### config.mk
export PLATFORM = sky130hd
export DESIGN_NAME = trivium_keystream_cipher_core
export DESIGN_NICKNAME = d
export VERILOG_FILES = /design/src/rtl/tkc_pkg.sv /design/src/rtl/trivium_keystream_cipher_core.sv /design/src/rtl/tkc_ctrl.sv /design/src/rtl/tkc_datapath.sv
export SDC_FILE = /design/constraint.sdc
export NUM_CORES = 1
export LEC_CHECK = 0
export ABC_AREA = 1
export ABC_CLOCK_PERIOD_IN_PS = 1800
export BUFFER_PORTS_ARGS = -buffer_cell sky130_fd_sc_hd__buf_2
export CELL_PAD_IN_SITES_DETAIL_PLACEMENT = 1
export CELL_PAD_IN_SITES_GLOBAL_PLACEMENT = 1
export CORE_MARGIN = 1
export CORE_UTILIZATION = 40
export DETAILED_ROUTE_END_ITERATION = 7
export PLACE_DENSITY = 0.83
export SLEW_MARGIN = 20
export SYNTH_ARGS = -nofsm -noshare
export SYNTH_HDL_FRONTEND = slang
export SYNTH_SLANG_ARGS = --single-unit
### constraint.sdc
create_clock -name i_clk -period 1.8 [get_ports i_clk]
set_input_delay 0 -clock i_clk [delete_from_list [all_inputs] [get_ports i_clk]]
set_output_delay 0 -clock i_clk [all_outputs]
set_load 0.03 [all_outputs]
### src/rtl/tkc_pkg.sv
// shared types, constants and update functions for the trivium keystream core
package tkc_pkg;

    localparam int STATE_BITS     = 288;
    localparam int SEED_BITS      = 80;
    localparam int IV_BASE        = 93;
    localparam int WARMUP_UPDATES = 4 * 288;
    localparam int STEP_BITS      = 8;
    localparam int WARM_STEPS     = WARMUP_UPDATES / STEP_BITS;
    localparam int WARM_CNT_W     = $clog2(WARM_STEPS);
    localparam logic [WARM_CNT_W-1:0] WARM_LAST = WARM_CNT_W'(WARM_STEPS - 1);
    localparam logic [2:0] TAIL_ONES = 3'h7;

    localparam int CFG_IDX_W  = 3;
    localparam int CFG_DATA_W = 64;
    localparam int HIGH_W     = 16;

    typedef logic [CFG_IDX_W-1:0] t_cfg_idx;

    localparam t_cfg_idx CFG_KEY_LOW  = 3'd0;
    localparam t_cfg_idx CFG_KEY_HIGH = 3'd1;
    localparam t_cfg_idx CFG_IV_LOW   = 3'd2;
    localparam t_cfg_idx CFG_IV_HIGH  = 3'd3;

    typedef logic [STATE_BITS-1:0] t_state;

    typedef enum logic [1:0] {
        ST_RUN,
        ST_WARM,
        ST_FINISH
    } t_fsm;

    // controller to datapath
    typedef struct packed {
        logic load;    // reload state from key and iv, latch the byte
        logic advance; // eight updates, no result
        logic emit;    // eight updates and write the result register
        logic use_in;  // emit takes the byte from the input port
    } t_cmd;

    // datapath to controller
    typedef struct packed {
        logic out_free; // result register can take a beat this cycle
    } t_status;

    typedef struct packed {
        t_state     st;
        logic [7:0] ks;
    } t_step;

    // state after key and iv load; bit i holds s[i]
    function automatic t_state load_state(input logic [SEED_BITS-1:0] key,
                                          input logic [SEED_BITS-1:0] iv);
        t_state s;
        s = '0;
        for (int n = 0; n < SEED_BITS; n++) begin
            s[n]           = key[SEED_BITS-1-n];
            s[IV_BASE + n] = iv[SEED_BITS-1-n];
        end
        s[285] = TAIL_ONES[2];
        s[286] = TAIL_ONES[1];
        s[287] = TAIL_ONES[0];
        return s;
    endfunction

    // eight updates, first keystream bit in the lsb
    function automatic t_step step8(input t_state s_in);
        t_step  r;
        t_state s;
        logic   t1;
        logic   t2;
        logic   t3;
        s = s_in;
        r.ks = '0;
        for (int k = 0; k < STEP_BITS; k++) begin
            t1 = s[65] ^ s[92];
            t2 = s[161] ^ s[176];
            t3 = s[242] ^ s[287];
            r.ks[k] = t1 ^ t2 ^ t3;
            t1 = t1 ^ (s[90] & s[91]) ^ s[170];
            t2 = t2 ^ (s[174] & s[175]) ^ s[263];
            t3 = t3 ^ (s[285] & s[286]) ^ s[68];
            s = {s[STATE_BITS-2:0], 1'b0};
            s[0]   = t3;
            s[93]  = t1;
            s[177] = t2;
        end
        r.st = s;
        return r;
    endfunction

endpackage

### src/rtl/trivium_keystream_cipher_core.sv
// top level of the trivium keystream cipher core
//
//  port group   direction  handshake                 payload
//  in           to core    i_in_valid / o_in_stall   i_data_in, i_start_message
//  out          from core  o_out_valid / i_out_stall o_data_out
//  cfg          to core    i_cfg_we                  i_cfg_index, i_cfg_data
//
// for a plain data beat the eight state updates of one byte are done by one
// unrolled step8 stage, so a byte can enter every cycle while the result
// register is free; a beat with i_start_message set reloads state, runs the
// eight-update warm-up steps, then the step for its own byte: the result is
// registered after the warm-up at the earliest, later while the result
// register is held by a stalled output, input stalled meanwhile
// synchronous active-low reset clears key, iv and state; state all zero
// gives a zero keystream until the first message start
// the result register decouples the sides: a new beat is taken while the
// old result drains on the same edge
module trivium_keystream_cipher_core (
    input  logic                          i_clk,
    input  logic                          i_rst_n,
    // config write port
    input  logic                          i_cfg_we,
    input  tkc_pkg::t_cfg_idx             i_cfg_index,
    input  logic [tkc_pkg::CFG_DATA_W-1:0] i_cfg_data,
    // input channel
    input  logic                          i_in_valid,
    output logic                          o_in_stall,
    input  logic [7:0]                    i_data_in,
    input  logic                          i_start_message,
    // output channel
    output logic                          o_out_valid,
    input  logic                          i_out_stall,
    output logic [7:0]                    o_data_out
);
    import tkc_pkg::*;

    t_cmd    cmd;
    t_status status;

    // sequencing: acceptance, warm-up count, final byte
    tkc_ctrl u_ctrl (
        .i_clk           (i_clk),
        .i_rst_n         (i_rst_n),
        .i_in_valid      (i_in_valid),
        .i_start_message (i_start_message),
        .i_status        (status),
        .o_in_stall      (o_in_stall),
        .o_cmd           (cmd)
    );

    // state, config and result storage
    tkc_datapath u_datapath (
        .i_clk       (i_clk),
        .i_rst_n     (i_rst_n),
        .i_cfg_we    (i_cfg_we),
        .i_cfg_index (i_cfg_index),
        .i_cfg_data  (i_cfg_data),
        .i_data_in   (i_data_in),
        .i_cmd       (cmd),
        .i_out_stall (i_out_stall),
        .o_status    (status),
        .o_out_valid (o_out_valid),
        .o_data_out  (o_data_out)
    );

endmodule

### src/rtl/tkc_ctrl.sv
// controller: input handshake, warm-up counter and result sequencing
module tkc_ctrl (
    input  logic              i_clk,
    input  logic              i_rst_n,
    input  logic              i_in_valid,
    input  logic              i_start_message,
    input  tkc_pkg::t_status  i_status,
    output logic              o_in_stall,
    output tkc_pkg::t_cmd     o_cmd
);
    import tkc_pkg::*;

    t_fsm                  r_state;
    t_fsm                  n_state;
    logic [WARM_CNT_W-1:0] r_count;
    logic [WARM_CNT_W-1:0] n_count;
    logic                  in_ready;
    logic                  accept;

    always_ff @(posedge i_clk) begin
        if (!i_rst_n) begin
            r_state <= ST_RUN;
            r_count <= '0;
        end else begin
            r_state <= n_state;
            r_count <= n_count;
        end
    end

    always_comb begin
        n_state  = r_state;
        n_count  = r_count;
        o_cmd    = '0;
        in_ready = 1'b0;
        accept   = 1'b0;
        case (r_state)
            ST_RUN: begin
                in_ready = i_status.out_free;
                accept   = i_in_valid && in_ready;
                if (accept) begin
                    if (i_start_message) begin
                        o_cmd.load = 1'b1;
                        n_count    = '0;
                        n_state    = ST_WARM;
                    end else begin
                        o_cmd.emit   = 1'b1;
                        o_cmd.use_in = 1'b1;
                    end
                end
            end
            ST_WARM: begin
                o_cmd.advance = 1'b1;
                n_count       = r_count + 1'b1;
                if (r_count == WARM_LAST) begin
                    n_state = ST_FINISH;
                end
            end
            ST_FINISH: begin
                if (i_status.out_free) begin
                    o_cmd.emit = 1'b1;
                    n_state    = ST_RUN;
                end
            end
            default: begin
                n_state = ST_RUN;
            end
        endcase
    end

    assign o_in_stall = !in_ready;

    a_load_then_warm: assert property (@(posedge i_clk) disable iff (!i_rst_n)
        o_cmd.load |=> (r_state == ST_WARM) && (r_count == '0))
        else $error("load not followed by warm-up");

    a_warm_ends: assert property (@(posedge i_clk) disable iff (!i_rst_n)
        (r_state == ST_WARM) && (r_count == WARM_LAST) |=> r_state == ST_FINISH)
        else $error("warm-up did not end after its last step");

    a_one_cmd: assert property (@(posedge i_clk) disable iff (!i_rst_n)
        !((o_cmd.load && o_cmd.emit) || (o_cmd.load && o_cmd.advance)
          || (o_cmd.emit && o_cmd.advance)))
        else $error("conflicting datapath commands");

    a_stall_outside_run: assert property (@(posedge i_clk) disable iff (!i_rst_n)
        o_cmd.advance |-> o_in_stall)
        else $error("input open during warm-up");

endmodule

### src/rtl/tkc_datapath.sv
// datapath: cipher state, key and iv registers, byte latch and result register
module tkc_datapath (
    input  logic                          i_clk,
    input  logic                          i_rst_n,
    input  logic                          i_cfg_we,
    input  tkc_pkg::t_cfg_idx             i_cfg_index,
    input  logic [tkc_pkg::CFG_DATA_W-1:0] i_cfg_data,
    input  logic [7:0]                    i_data_in,
    input  tkc_pkg::t_cmd                 i_cmd,
    input  logic                          i_out_stall,
    output tkc_pkg::t_status              o_status,
    output logic                          o_out_valid,
    output logic [7:0]                    o_data_out
);
    import tkc_pkg::*;

    logic [CFG_DATA_W-1:0] r_key_low;
    logic [HIGH_W-1:0]     r_key_high;
    logic [CFG_DATA_W-1:0] r_iv_low;
    logic [HIGH_W-1:0]     r_iv_high;
    t_state                r_state;
    logic [7:0]            r_byte;
    logic                  r_out_valid;
    logic [7:0]            r_out_data;
    t_step                 step;
    logic [7:0]            src_byte;

    assign step     = step8(r_state);
    assign src_byte = i_cmd.use_in ? i_data_in : r_byte;

    // config registers
    always_ff @(posedge i_clk) begin
        if (!i_rst_n) begin
            r_key_low  <= '0;
            r_key_high <= '0;
            r_iv_low   <= '0;
            r_iv_high  <= '0;
        end else if (i_cfg_we) begin
            case (i_cfg_index)
                CFG_KEY_LOW:  r_key_low  <= i_cfg_data;
                CFG_KEY_HIGH: r_key_high <= i_cfg_data[HIGH_W-1:0];
                CFG_IV_LOW:   r_iv_low   <= i_cfg_data;
                CFG_IV_HIGH:  r_iv_high  <= i_cfg_data[HIGH_W-1:0];
                default: ;
            endcase
        end
    end

    // cipher state
    always_ff @(posedge i_clk) begin
        if (!i_rst_n) begin
            r_state <= '0;
        end else if (i_cmd.load) begin
            r_state <= load_state({r_key_low, r_key_high}, {r_iv_low, r_iv_high});
        end else if (i_cmd.advance || i_cmd.emit) begin
            r_state <= step.st;
        end
    end

    always_ff @(posedge i_clk) begin
        if (i_cmd.load) begin
            r_byte <= i_data_in;
        end
    end

    // result register
    always_ff @(posedge i_clk) begin
        if (!i_rst_n) begin
            r_out_valid <= 1'b0;
        end else if (i_cmd.emit) begin
            r_out_valid <= 1'b1;
        end else if (!i_out_stall) begin
            r_out_valid <= 1'b0;
        end
    end

    always_ff @(posedge i_clk) begin
        if (i_cmd.emit) begin
            r_out_data <= src_byte ^ step.ks;
        end
    end

    assign o_status.out_free = !r_out_valid || !i_out_stall;
    assign o_out_valid       = r_out_valid;
    assign o_data_out        = r_out_data;

endmodule

Yosys cells after proc, flatten, opt, wreduce, memory -nomap -nowiden. Cells that the tools add are included.

Bits in registers: 475. Output and inout bits: 10. Word-level logic and storage cells: 177. Bits of input ports: 81.

Bitwise gates (word level): 114. Add/subtract/negate cells: 1. Multiplexer cells: 23. Reduce and logical (&&, ||, !) cells: 17. Equality and inequality tests: 11.

Operators by type and width (count): $mux W288 (2); $xor A1 B1 Y1 (88); $and A1 B1 Y1 (24); $mux W8 (3); $pmux W8 S2 (1); $mux W2 (6); $mux W1 (9); $add A8 B1 Y8 const B (1); $eq A8 B8 Y1 const B (1); $ne A2 B1 Y1 const B (4); $reduce_and A2 Y1 (4); $xor A8 B8 Y8 (1); $eq A3 B2 Y1 const B (2); $pmux W2 S3 (1); $reduce_and A4 Y1 (1); $reduce_bool A2 Y1 (2); $eq A3 B1 Y1 const B (1); $logic_not A1 Y1 (3); $logic_not A3 Y1 (1); $reduce_and A3 Y1 (1); $eq A2 B1 Y1 const B (1); $eq A2 B2 Y1 const B (1); $logic_not A2 Y1 (1); $logic_or A1 B1 Y1 (2); other kinds (5) (5).

Depth between registers and ports, before layout.
Depth in word-level cells: 8. Depth in mapped cells: 11. Mapped depth without buffers: 10.

By module. A second synthesis with hierarchy kept.

Cells, all modules: 2781. Area total of the unflattened synthesis: 19882.8 um^2.

Modules (own cells, without submodules): tkc_datapath (times used 1, sequential area each 9469.1 um^2, area each 19291.0 um^2, cells an instance 2689); tkc_ctrl (times used 1, sequential area each 200.2 um^2, area each 591.8 um^2, cells an instance 92).

Least setup slack after synthesis. Ideal clock, no wire load.

Kind: reg2reg. From: reg u_datapath.r_out_valid, in the netlist u_datapath.o_out_valid. To: reg u_datapath.r_out_data[1], in the netlist u_datapath.o_data_out[1], data pin. Setup slack: -0.028 ns. Required time: 1.548 ns. Cell stages (with the launch flop): 9. Arrival time: 1.576 ns. Buffers on the path: 1. Setup time: 0.252 ns. Period minus slack after synthesis: 1.828 ns. Cell sequence: dfxtp_1 > nand2_1 > nand2_1 > nor2_2 > buf_2 > o21ai_0 > inv_1 > nand2_1 > nand2_1.

Word-level cells in the longest chain between the ends: 7.

Ends and longest elaborated chain: start, declared (RTL line tkc_datapath.sv:23) `logic r_out_valid;`; start signal, assigned (RTL line tkc_datapath.sv:69) `r_out_valid <= 1'b0;`; start signal, assigned (RTL line tkc_datapath.sv:71) `r_out_valid <= 1'b1;`; start signal, assigned (RTL line tkc_datapath.sv:73) `r_out_valid <= 1'b0;`; $logic_not A1 Y1 (RTL line tkc_datapath.sv:83) `assign o_status.out_free = !r_out_valid || !i_out_stall;`; $logic_or A1 B1 Y1 (RTL line tkc_datapath.sv:83); $logic_and A1 B1 Y1 (RTL line tkc_ctrl.sv:39) `accept = i_in_valid && in_ready;`; $mux W2 (RTL line tkc_ctrl.sv:40) `if (accept) begin`; $mux W1 (RTL line tkc_ctrl.sv:36) `case (r_state)`; $mux W8 (RTL line tkc_datapath.sv:29) `assign src_byte = i_cmd.use_in ? i_data_in : r_byte;`; $xor A8 B8 Y8 (RTL line tkc_datapath.sv:79) `r_out_data <= src_byte ^ step.ks;`; end signal, assigned (RTL line tkc_datapath.sv:79); end, declared (RTL line tkc_datapath.sv:24) `logic [7:0] r_out_data;`.

Every way passes these cells. A chain may end at the register's enable or synchronous reset.

Worst setup path in the final report.
From: reg u_ctrl.r_state[1]. To: reg u_datapath.r_state[63].

Word-level cells in the longest chain between the ends: 4. Elaborated cells between the ends (all ways): 9. Those cells by class: eq/ne: 2; mux: 4; reduce/logical: 3.

Ends and longest elaborated chain: start, declared (RTL line tkc_ctrl.sv:13) `t_fsm r_state;`; start signal, assigned (RTL line tkc_ctrl.sv:25) `r_state <= n_state;`; $eq A2 B2 Y1 (tied with other cells) (RTL line tkc_ctrl.sv:36); $pmux W1 S2 / $mux W1 (equally long branches) (RTL line tkc_ctrl.sv:36); $logic_or A1 B1 Y1 (RTL line tkc_datapath.sv:55) `end else if (i_cmd.advance || i_cmd.emit) begin`; $reduce_bool A2 Y1 (no source line); end signal, assigned (RTL line tkc_datapath.sv:54) `r_state <= load_state({r_key_low, r_key_high}, {r_iv_low, r_iv_high});`; end signal, assigned (RTL line tkc_datapath.sv:56) `r_state <= step.st;`; end, declared (RTL line tkc_datapath.sv:21) `t_state r_state;`.

Several ways; a longest one is shown, not always the timed one.

==> results.md <==
- Clock Tree Root: clkbuf_16
- Postcts setup bufs: 0
- Crit share post-route: approximately 94%
- Synth unique cells: 27
- GRT Total Usage: between 20 and 30%
- Port bufs: 90
- Worst path max stage delay: 0.33 ns
- Hold Worst Slack: ~0.042 ns
- Net Sw Power: approximately 6.4 mW
- Worst EP arrival: about 2.2 ns
- Synth Register Bits: around 480
- Die span in y: about 220 um
- Worst slack, placed: 0.07417 ns
- Number of global-route vias before repair: roughly 20000
- Crit-path max FO: 26
- Via density: roughly 5.3
- RSZ-0062 raised after global routing: yes
- CP Buf/Inv Count: 3
- DP HPWL: 43130 um
- Core area: a little under 50000 sq um
- Routability cong.: approximately 0.87
- FILL cells: just over 6000
- Clk slew on worst S/H paths: ~0.06 ns
- Status: finished clean
- Clk_skew: between 0.015 and 0.02 ns
- Minimum clock period: around 1.7 ns
- Synthesized netlist cell count: around 2800
- Grt total ovfl: 0
- Switching Share: 26.53%
- Crit path capture type: flip-flop
- First drt pass iteration count: 5
- Starting Density: 40.52%
- Post-Synthesis Cell Area: between 15000 and 20000 sq um
- WP depth: 8
- Yosys warning count: 0
- Leakage Power: slightly above 9 nW
- WL per Instance: around 19 um
- Critical Path RT: around 2.3 ns
- Hold path cells: 4
- Mapped Nets: a little under 3000
- Die Width: between 200 and 250 um
- Area growth syn-to-layout: 19.71%
- CP delay by family, top: buffers and inverters
- CP max-delay cell: dfxtp_1
- Commonest non-fill, non-tap cell in the layout: nand2_1
- Final Setup Violations: 0
- Num CTS Buffers: 52
- Clock network power share: a little over two fifths
- PnR worst setup slack: 0.1039 ns
- Post-synthesis sequential area ratio: between 40 and 50%
- Pwr dens: about 1000 nW/um^2
- MaxCap Viol Count: 0
- Largest net degree at the start of global routing: roughly 130
- Final Max Slew Viols: 0
- First-pass GRT wire length: around 110000 um
- Number of hold violations in the final report: 0
- Clock latency on the worst-skew pair: about 0.61 ns
- Sequential share of power: 45.9%
- Initial antenna violation count: 5
- TritonCTS Sinks: between 400 and 500
- Syn Area/Cell: approximately 7 sq um
- H-Tree Depth: 2
- Post-route ant nets: 0
- R2R depth: 8
- Clk buf depth: 3
- I/O pins: 91
- Crit path launch type: flip-flop
- Via count: between 15000 and 20000
- Residual DRC: 0
- Cell Chain, Critical Path: inv_2, nand2_1, nand2_4, nand2_4, buf_12, buf_4, a21oi_1, a21oi_1
- Worst-margin pin slew: roughly 0.6 ns
- FP Rows: 81
- Most frequent cells in the layout: 663 x nand2_1, 458 x dfxtp_1, 443 x a21oi_1
- WL final: ~69000 um
- R2R Setup Slk: about 0.10 ns
- Slew headroom: ~60%
- Combinational share of power: roughly a tenth
- Max Clock Freq: 589.6 MHz
- CTS tree: built
- Cell Int Power: approximately 18 mW
- Share of layout cells above drive strength 1: 8.753%
- Final net count: about 3000
- Tightest Hold Check Type: input port to flip-flop
- Worst Path Class, Setup: flip-flop to flip-flop
- Peak VDD IR: approximately 0.8 mV
- Starting DRT DRC Count: around 1200
- Die ar.: 50480 sq um
[power by group through the flow]
stage / combinational, mW / sequential, mW / clock, mW
floorplan: 1.32 / 11.2 / 0
global placement: 2.12 / 11.3 / 0
detailed placement: 2.20 / 11.3 / 0
CTS: 2.35 / 11.0 / 10.7
global route: 2.65 / 11.1 / 11.1
finish: 2.44 / 11.1 / 10.6
[synth_stat cells]
| cell | number | area (sq um) |
|---|---|---|
| nor2_2 | 1 | 6.260 |
| buf_1 | 16 | 60.06 |
| buf_4 | 7 | 52.55 |
| or2_2 | 1 | 6.260 |
| clkbuf_1 | 116 | 435.4 |
| dfxtp_1 | 459 | 9189 |
| nand3b_1 | 2 | 15.01 |
| nor2_1 | 338 | 1269 |
| nor3_1 | 4 | 20.02 |
| buf_2 | 40 | 200.2 |
| o21a_1 | 1 | 7.510 |
| nand3_4 | 1 | 17.52 |
| a21oi_1 | 444 | 2222 |
| nand3_1 | 167 | 835.8 |
| xor2_1 | 21 | 183.9 |
| nand4_1 | 18 | 112.6 |
| buf_6 | 5 | 56.30 |
| xnor2_1 | 8 | 70.07 |
| nand3_2 | 1 | 10.01 |
| edfxtp_1 | 16 | 480.5 |
| o21bai_1 | 2 | 15.01 |
| ha_1 | 1 | 12.51 |
| inv_1 | 271 | 1017 |
| o21ai_0 | 201 | 1006 |
| nand2_1 | 668 | 2507 |
| a31oi_1 | 2 | 12.51 |
| inv_2 | 4 | 15.01 |
[metal layers]
metal	wire length [um]	global-route usage [%]	up-vias
met2	34320	48.25	435
met5	0	0	-
met3	2584	3.174	161
met4	2741	11.54	0
met1	29170	32.70	9498
li1	-	-	9193
[timing repair]
action                                  4_1_cts  5_1_grt
hold buffers                                 76        0
endpoints found under the setup margin        0       68
hold endpoints to repair                    188        0
gates resized for setup                       0       12
[worst min-delay path, delay by kind of cell]
family / cells / cell delay [ns]
AND/OR/NAND/NOR: 1 / 0.08
AO/OA/AOI/OAI: 1 / 0.16
buffers and inverters: 2 / 0.35
[per-stage QoR]
| stage | TNS [ns] | utilization, % | cells | cell area [sq um] | power, mW |
|---|---|---|---|---|---|
| 6_report | 0 | 48.51 | 3629 | 23750 | 24.10 |
| 5_1_grt | -0.01627 | 48.51 | 3629 | 23750 | 24.85 |
| 4_1_cts | 0 | 48.33 | 3622 | 23660 | 24.05 |
| 3_5_place_dp | 0 | 43.33 | 3453 | 21210 | 13.47 |
| 3_3_place_gp | 0 | 43.33 | 3453 | 21210 | 13.38 |
| 2_1_floorplan | 0 | - | 2815 | 19840 | 12.56 |
[cell type report]
type / instances / area (sq um) / area share, %
sequential: 475 / 9671 / 40.73
antenna: 6 / 15.01 / 0.06323
tap: 664 / 830.8 / 3.499
inverter: 275 / 1037 / 4.368
clock buffer: 78 / 1562 / 6.576
multi-input combinational: 1881 / 8398 / 35.37
clock inverter: 15 / 126.4 / 0.5322
timing repair buffer: 235 / 2106 / 8.868
[worst paths after layout]
| check | to | startpoint |
|---|---|---|
| hold / removal | u_datapath.r_key_high[7] | i_cfg_index[0] |
| hold reg to reg | u_datapath.r_key_low[63] | u_datapath.r_key_low[63] |
| setup / recovery | u_datapath.r_state[63] | u_ctrl.r_state[1] |
| setup reg to reg | u_datapath.r_state[63] | u_ctrl.r_state[1] |
[flip-flops by register name (all words and copies together) (netlist names), 2 cells and up]
name / flops
u_datapath.r_key_low: 64
u_ctrl.r_state: 2
u_datapath.r_state: 288
u_ctrl.r_count: 8
u_datapath.r_byte: 8
u_datapath.o_data_out: 8
u_datapath.r_key_high: 16
u_datapath.r_iv_high: 16
u_datapath.r_iv_low: 64
[cells by family (layout without fill, tap and decap cells)]
kind of cell	count (synthesis)	count (layout)	synth area share (%)
simple gates	1201	1201	24.20
compound gates	650	650	16.45
flops	475	475	48.75
buf+inv	459	603	9.260
xor+xnor	29	29	1.281
fa+ha+maj	1	1	0.06307
other cells	0	6	0
(Power assumes the default switching activity.)
